===== config.mk =====
export PLATFORM = sky130hd
export DESIGN_NAME = gps_reply_frame_parser
export DESIGN_NICKNAME = d
export VERILOG_FILES = /design/src/design/gpsrfp_pkg.sv /design/src/design/gpsrfp_front.sv /design/src/design/gpsrfp_queue.sv /design/src/design/gps_reply_frame_parser.sv
export VERILOG_INCLUDE_DIRS = /design/src /design/src/design
export SDC_FILE = /design/constraint.sdc
export NUM_CORES = 1
export LEC_CHECK = 0
export BUFFER_PORTS_ARGS = -buffer_cell sky130_fd_sc_hd__buf_4
export CAP_MARGIN = 5
export CELL_PAD_IN_SITES_DETAIL_PLACEMENT = 0
export CELL_PAD_IN_SITES_GLOBAL_PLACEMENT = 1
export CORE_ASPECT_RATIO = 0.6
export CORE_UTILIZATION = 50
export DETAILED_ROUTE_END_ITERATION = 12
export PLACE_DENSITY_LB_ADDON = 0.3
export SYNTH_ARGS = -nofsm -noshare
export SYNTH_HDL_FRONTEND = slang
export SYNTH_SLANG_ARGS = --single-unit

===== constraint.sdc =====
create_clock -name clk -period 4.09 [get_ports clk]
set_input_delay 0.409 -clock clk [delete_from_list [all_inputs] [get_ports clk]]
set_output_delay 0.409 -clock clk [all_outputs]
set_load 0.01 [all_outputs]

===== src/design/gps_reply_frame_parser_assert.svh =====
// Assertion macros shared by the reply frame parser modules.
// The clocked form samples on clk and is held off while arst_n is low.
// The raw form has no reset qualifier and is meant for checks that must
// hold during reset as well.
`ifndef GPS_REPLY_FRAME_PARSER_ASSERT_SVH
`define GPS_REPLY_FRAME_PARSER_ASSERT_SVH

`ifndef SYNTHESIS
`define GRFP_ASSERT(lbl, prop, msg) \
	lbl: assert property (@(posedge clk) disable iff (!arst_n) prop) else $error(msg);
`define GRFP_ASSERT_RAW(lbl, prop, msg) \
	lbl: assert property (@(posedge clk) prop) else $error(msg);
`else
`define GRFP_ASSERT(lbl, prop, msg)
`define GRFP_ASSERT_RAW(lbl, prop, msg)
`endif

`endif


===== src/design/gpsrfp_pkg.sv =====
`timescale 1ns / 1ps
package gpsrfp_pkg;

	localparam logic [7:0] SYNC_FIRST  = 8'hA0;
	localparam logic [7:0] SYNC_SECOND = 8'hA1;
	localparam logic [7:0] ID_ACK      = 8'h83;
	localparam logic [7:0] ID_NACK     = 8'h84;

	localparam logic [1:0] REP_ACK   = 2'd0;
	localparam logic [1:0] REP_NACK  = 2'd1;
	localparam logic [1:0] REP_BYTE  = 2'd2;
	localparam logic [1:0] REP_EMPTY = 2'd3;

	localparam int QDEPTH = 4;
	localparam int QPTR_W = $clog2(QDEPTH);
	localparam int QCNT_W = $clog2(QDEPTH + 1);

	// One result item as it travels from the parser to the output queue.
	typedef struct packed {
		logic [1:0] report;
		logic [7:0] payload_byte;
		logic [7:0] message_id;
		logic       last;
	} result_t;

endpackage


===== src/design/gpsrfp_front.sv =====
`timescale 1ns / 1ps
`include "gps_reply_frame_parser_assert.svh"
module gpsrfp_front
	import gpsrfp_pkg::*;
(
	input  logic       clk,
	input  logic       arst_n,
	input  logic       in_valid,
	input  logic       in_ready,
	input  logic       kind,
	input  logic [7:0] rx_byte,
	input  logic       expects_reply,
	output logic       push,
	output result_t    res
);

	typedef enum logic [6:0] {
		ST_IDLE  = 7'b0000001,
		ST_SYNC1 = 7'b0000010,
		ST_SYNC2 = 7'b0000100,
		ST_LENHI = 7'b0001000,
		ST_LENLO = 7'b0010000,
		ST_ID    = 7'b0100000,
		ST_DATA  = 7'b1000000
	} state_t;

	state_t      state_q, state_d;
	logic [15:0] rem_q, rem_d;
	logic [7:0]  lenhi_q, lenhi_d;
	logic [7:0]  id_q, id_d;
	logic        exp_q, exp_d;
	logic        accept;
	logic [15:0] rem_dec;

	assign accept  = in_valid && in_ready;
	assign rem_dec = rem_q - 16'd1;

	always_comb begin
		state_d = state_q;
		rem_d   = rem_q;
		lenhi_d = lenhi_q;
		id_d    = id_q;
		exp_d   = exp_q;
		push    = 1'b0;
		res     = '{report: REP_BYTE, payload_byte: 8'd0, message_id: id_q, last: 1'b1};
		if (accept) begin
			if (kind) begin
				// A new command drops any frame in progress and restarts the hunt.
				state_d = ST_SYNC1;
				exp_d   = expects_reply;
				rem_d   = 16'd0;
				lenhi_d = 8'd0;
			end else begin
				unique case (state_q)
					ST_IDLE: begin
					end
					ST_SYNC1: begin
						if (rx_byte == SYNC_FIRST) begin
							state_d = ST_SYNC2;
						end
					end
					ST_SYNC2: begin
						if (rx_byte == SYNC_SECOND) begin
							state_d = ST_LENHI;
						end else if (rx_byte != SYNC_FIRST) begin
							state_d = ST_SYNC1;
						end
					end
					ST_LENHI: begin
						lenhi_d = rx_byte;
						state_d = ST_LENLO;
					end
					ST_LENLO: begin
						rem_d   = {lenhi_q, rx_byte};
						state_d = ST_ID;
					end
					ST_ID: begin
						id_d           = rx_byte;
						rem_d          = rem_dec;
						res.message_id = rx_byte;
						if (rx_byte == ID_ACK) begin
							if (exp_q) begin
								state_d = ST_SYNC1;
							end else begin
								state_d    = ST_IDLE;
								push       = 1'b1;
								res.report = REP_ACK;
							end
						end else if (rx_byte == ID_NACK) begin
							state_d    = ST_IDLE;
							push       = 1'b1;
							res.report = REP_NACK;
						end else if (rem_dec == 16'd0) begin
							state_d    = ST_IDLE;
							push       = 1'b1;
							res.report = REP_EMPTY;
						end else begin
							state_d = ST_DATA;
						end
					end
					ST_DATA: begin
						push             = 1'b1;
						res.payload_byte = rx_byte;
						if (rem_q == 16'd0 || rem_q == 16'd1) begin
							rem_d   = 16'd0;
							state_d = ST_IDLE;
						end else begin
							rem_d    = rem_dec;
							res.last = 1'b0;
						end
					end
					default: begin
						state_d = ST_IDLE;
					end
				endcase
			end
		end
	end

	always_ff @(posedge clk or negedge arst_n) begin
		if (!arst_n) begin
			state_q <= ST_IDLE;
			rem_q   <= 16'd0;
			lenhi_q <= 8'd0;
			id_q    <= 8'd0;
			exp_q   <= 1'b0;
		end else begin
			state_q <= state_d;
			rem_q   <= rem_d;
			lenhi_q <= lenhi_d;
			id_q    <= id_d;
			exp_q   <= exp_d;
		end
	end

	`GRFP_ASSERT(a_push_only_on_byte, push |-> (accept && !kind), "result without an accepted byte")
	`GRFP_ASSERT(a_arm_to_hunt, (accept && kind) |=> (state_q == ST_SYNC1), "arming did not restart the hunt")
	`GRFP_ASSERT(a_data_always_emits, (accept && !kind && state_q == ST_DATA) |-> push, "payload byte dropped")

endmodule


===== src/design/gpsrfp_queue.sv =====
`timescale 1ns / 1ps
`include "gps_reply_frame_parser_assert.svh"
module gpsrfp_queue
	import gpsrfp_pkg::*;
(
	input  logic    clk,
	input  logic    arst_n,
	input  logic    push,
	input  result_t push_data,
	output logic    not_full,
	output logic    pop_valid,
	input  logic    pop_ready,
	output result_t pop_data
);

	result_t             entry_q [QDEPTH];
	logic [QPTR_W-1:0]   wr_ptr_q;
	logic [QPTR_W-1:0]   rd_ptr_q;
	logic [QCNT_W-1:0]   cnt_q;
	logic                wr_en;
	logic                rd_en;

	assign not_full  = cnt_q != QCNT_W'(QDEPTH);
	assign pop_valid = cnt_q != '0;
	assign pop_data  = entry_q[rd_ptr_q];
	assign wr_en     = push && not_full;
	assign rd_en     = pop_valid && pop_ready;

	always_ff @(posedge clk) begin
		if (wr_en) begin
			entry_q[wr_ptr_q] <= push_data;
		end
	end

	always_ff @(posedge clk or negedge arst_n) begin
		if (!arst_n) begin
			wr_ptr_q <= '0;
			rd_ptr_q <= '0;
			cnt_q    <= '0;
		end else begin
			if (wr_en) begin
				wr_ptr_q <= wr_ptr_q + 1'b1;
			end
			if (rd_en) begin
				rd_ptr_q <= rd_ptr_q + 1'b1;
			end
			if (wr_en && !rd_en) begin
				cnt_q <= cnt_q + 1'b1;
			end else if (rd_en && !wr_en) begin
				cnt_q <= cnt_q - 1'b1;
			end
		end
	end

	`GRFP_ASSERT(a_cnt_bound, cnt_q <= QCNT_W'(QDEPTH), "queue count beyond depth")
	`GRFP_ASSERT(a_ptr_gap, (QPTR_W'(wr_ptr_q - rd_ptr_q)) == QPTR_W'(cnt_q), "pointers disagree with count")
	`GRFP_ASSERT(a_no_push_when_full, push |-> not_full, "result pushed into a full queue")

endmodule


===== src/design/gps_reply_frame_parser.sv =====
`timescale 1ns / 1ps
// Channel   Direction  Transaction carries
// s_*       in         one received UART byte or one command-issued notice
// m_*       out        one parser report (ack, nack, payload byte, empty reply)
//
// Each accepted input transaction is parsed in the cycle it is taken, so a new
// byte can be accepted every cycle; the one-byte-per-cycle frame state machine
// in the front part sets that rate. Reports wait in a four-entry queue; a
// stalled output side only stops input once that queue is full. Input ready
// depends on the registered queue fill alone, not on m_tready. Reset is
// asynchronous and leaves the parser idle and unarmed with an empty queue.
module gps_reply_frame_parser
	import gpsrfp_pkg::*;
(
	input  logic        clk,
	input  logic        arst_n,
	input  logic        s_tvalid,
	output logic        s_tready,
	input  logic [15:0] s_tdata,  // [7:0] rx_byte, [8] expects_reply, [15:9] zero
	input  logic [0:0]  s_tuser,  // [0] kind
	output logic        m_tvalid,
	input  logic        m_tready,
	output logic [15:0] m_tdata,  // [7:0] payload_byte, [15:8] message_id
	output logic [1:0]  m_tuser,  // [1:0] report
	output logic        m_tlast
);

	logic    push;
	logic    not_full;
	result_t front_res;
	result_t queue_res;

	// The front part classifies each byte against the frame layout and raises a
	// report when one is due. It is paced only by room in the queue.
	gpsrfp_front u_front (
		.clk          (clk),
		.arst_n       (arst_n),
		.in_valid     (s_tvalid),
		.in_ready     (not_full),
		.kind         (s_tuser[0]),
		.rx_byte      (s_tdata[7:0]),
		.expects_reply(s_tdata[8]),
		.push         (push),
		.res          (front_res)
	);

	// The queue decouples the parser from the consumer so that either side can
	// stall without holding up the other until it fills.
	gpsrfp_queue u_queue (
		.clk      (clk),
		.arst_n   (arst_n),
		.push     (push),
		.push_data(front_res),
		.not_full (not_full),
		.pop_valid(m_tvalid),
		.pop_ready(m_tready),
		.pop_data (queue_res)
	);

	assign s_tready = not_full;
	assign m_tdata  = {queue_res.message_id, queue_res.payload_byte};
	assign m_tuser  = queue_res.report;
	assign m_tlast  = queue_res.last;

endmodule


==> flow_summary.toml <==
[outcome]
outcome = "finished clean"

[sta]
setup_ws_ns = 0.241
finalCriticalPeriod_ns = 3.85
relSlewSlack_pct = 22.2
maxSlewViolCount = 0
setup_tns_ns = 0
worst_pin_slew_ns = 1.16
setup_viol = 0
fin_worst_skew_ns = 0.00832
fmax_mhz = 260
hold_viol_final = 0
min_period_over_period_pct = 94.1

[clock_tree]
cts_inserted_buffers = 17
clk_pin_slew_worst_paths_ns = 0.06
post_cts_buffers = 0
cts_resized = 0
cts_max_level = 4
cts-root-buf = "clkbuf_16"
cts_tree = "built"
cts-hold-fix-buffers = 0
clock_sinks = 123
clk_path_buf_depth = 2
clk_latency_ns = 0.41

[synth]
ys_seq_elements = 123
yosys_warnings = 0
async_flop_share_pct = 38.2
yosysMostFrequentCell = "edfxtp_1"
synthCells = 425
ys_top_cells_by_count = "edfxtp_1 (76), dfrtp_1 (46), nor2_1 (23)"
synth_fp_nets = 455
synth_area_leaders = "edfxtp_1 (38%), dfrtp_1 (19%), mux4_2 (7.2%)"
yosysTopAreaCellShare_pct = 38.3
syn-cell-area_um2 = 5960
synth-edff-count = 76
avgSynthCellArea_um2 = 14.0
synth_cell_types = 72
synth_top_cell_by_area = "edfxtp_1"
yosys_most_used_dff = "edfxtp_1"
ys_seq_area_share_pct = 58.1

[worst_setup_path]
criticalPathCategory = "reg2reg"
cp_max_fo = 9
crit_path_end_kind = "flop"
cp.arrival_ns = 4.17
worst_ep_required_time_ns = 4.41
start_kind = "flop"

[min_path]
holdCritPathClass = "in2async"

[global_route]
grt_pass1_wl_um = 21700
grt_usage_pct = 24.6
grt_pass1_vias = 3714
antenna_found_initial = 0
grt_overflow = 0
grt_max_degree = 48

[placed_design]
place_area_um2 = 6330
gp_congestion = 0.884
place_ws_ns = 0.349
hpwl_um = 9090
numPortBuffers = 34

[final_layout]
fillers = 848
drive_gt1_share_pct = 28.1
seq_area_um2 = 3460
post-route-util_pct = 60.7
fin_nets = 494
multi_input_comb_area_um2 = 2310
antenna_cells = 0
syn_to_final_growth_pct = 16.7
postLayoutCellArea_um2 = 6950

[pwr]
powerDensity_nw_per_um2 = 452
p_leak_nw = 2.56
vdd_drop_max_mv = 0.334
pwr-share-seq_pct = 43.6
combPwrFrac_pct = 6.3
p_int_w = 0.00244
switchingPower_w = 0.000705
clockPowerShare_pct = 50.0
swShare_pct = 22.5

[route]
totalWireLength_um = 13900
avgRoutedWirePerCell_um = 21.8
ant_nets = 0
first_pass_iters = 5
via_count = 3845
drc = 0
drt_iter0_drc = 418
drt-vias-per-instance = 6.04

[floorplanning]
coreArea_um2 = 11400
ioPinCount = 42
die_x_um = 143
start_util_pct = 52.0
die_h_um = 86.6
dieArea_um2 = 12400
rows = 30

[job]
max-cap-violations = 0
placed cells by master, fill, tap and decap left out, types with 7 or more instances in the layout:
master | Yosys | layout
buf_4 | 1 | 44
nand2_1 | 19 | 19
nor3_1 | 13 | 13
ha_1 | 8 | 8
edfxtp_1 | 76 | 76
mux2_2 | 18 | 18
mux4_2 | 19 | 19
xnor2_1 | 9 | 9
nor2_1 | 23 | 23
dfrtp_1 | 46 | 46
o21ai_0 | 16 | 16
clkbuf_16 | 0 | 17
nor4_1 | 8 | 8
and2_1 | 16 | 16
inv_1 | 8 | 8
a22o_1 | 13 | 13
or3_1 | 7 | 7
final timing paths:
check	start	depth (start not counted)	to	slack (ns)
setup / recovery	u_front.rem_q[1]	13	u_queue.cnt_q[2]	0.24
hold / removal	arst_n	1	u_front.rem_q[0]	0.02
max in group asynchronous	arst_n	1	u_front.id_q[2]	3.62
setup reg to reg	u_front.rem_q[1]	13	u_queue.cnt_q[2]	0.24
hold reg to reg	u_front.id_q[0]	1	u_front.id_q[0]	0.50
min in group clk	s_tdata[8]	2	u_front.exp_q	0.25
metrics by stage:
| stage | std cells | hold slack (ns) | power [W] |
|---|---|---|---|
| 2_1_floorplan | 425 | 0.113 | 0.00152 |
| 3_3_place_gp | 605 | 0.463 | 0.00158 |
| 3_5_place_dp | 605 | 0.467 | 0.00159 |
| 4_1_cts | 637 | 0.0425 | 0.00315 |
| 5_1_grt | 637 | 0.0472 | 0.00324 |
| 6_report | 637 | 0.0186 | 0.00314 |
state kept, by name, indices dropped and copies added, names as in the netlist:
name	flops
u_front.exp_q	1
u_front.id_q	8
u_front.lenhi_q	8
u_front.rem_q	16
u_front.state_q	7
u_queue.cnt_q	3
u_queue.entry_q	76
u_queue.rd_ptr_q	2
u_queue.wr_ptr_q	2
area by class of cell:
class / instances / area share, %
sequential: 123 / 49.8
multi-input combinational: 270 / 33.2
clock buffer: 17 / 6.12
timing repair buffer: 44 / 4.75
tap: 160 / 2.88
clock inverter: 15 / 2.81
inverter: 8 / 0.432
cells by family (layout without fill, tap and decap cells):
kind of cell	after synthesis	after routing	share of synthesized area, %
buffers and inverters	32	84	3.23
AOI/OAI and AO/OA	75	75	9.60
xor gates and xnor gates	12	12	2.08
DFF	123	123	58.1
adders and majority gates	9	9	2.02
muxes	43	43	12.1
and+or+nand+nor	131	131	12.9
power groups by stage:
stage          clock network (W)  registers [W]  logic, W
3_3_place_gp                   0        0.00139  0.000193
2_1_floorplan                  0        0.00138  0.000140
4_1_cts                  0.00159        0.00137  0.000196
6_report                 0.00157        0.00137  0.000199
3_5_place_dp                   0        0.00139  0.000195
5_1_grt                  0.00165        0.00137  0.000215
worst max-delay path, cell delays in order, from the launching register on:
cell	delay (ns)
dfrtp_1	0.44
inv_1	0.17
ha_1	0.38
or3b_1	0.47
o32ai_2	0.27
a32oi_1	0.14
or3_4	0.46
o31ai_4	0.32
ha_1	0.24
inv_1	0.07
fa_1	0.37
xor2_1	0.15
nor2_1	0.11
xor2_1	0.17
per-layer routing:
| layer | track usage (%) | wire, um | vias up |
|---|---|---|---|
| li1 | - | - | 1730 |
| met1 | 39.6 | 7060 | 1945 |
| met2 | 32.1 | 5700 | 158 |
| met3 | 6.91 | 1000 | 12 |
| met4 | 5.77 | 125 | 0 |
| met5 | 0 | 0 | - |
No activity file was read; power rests on OpenSTA's default activity.
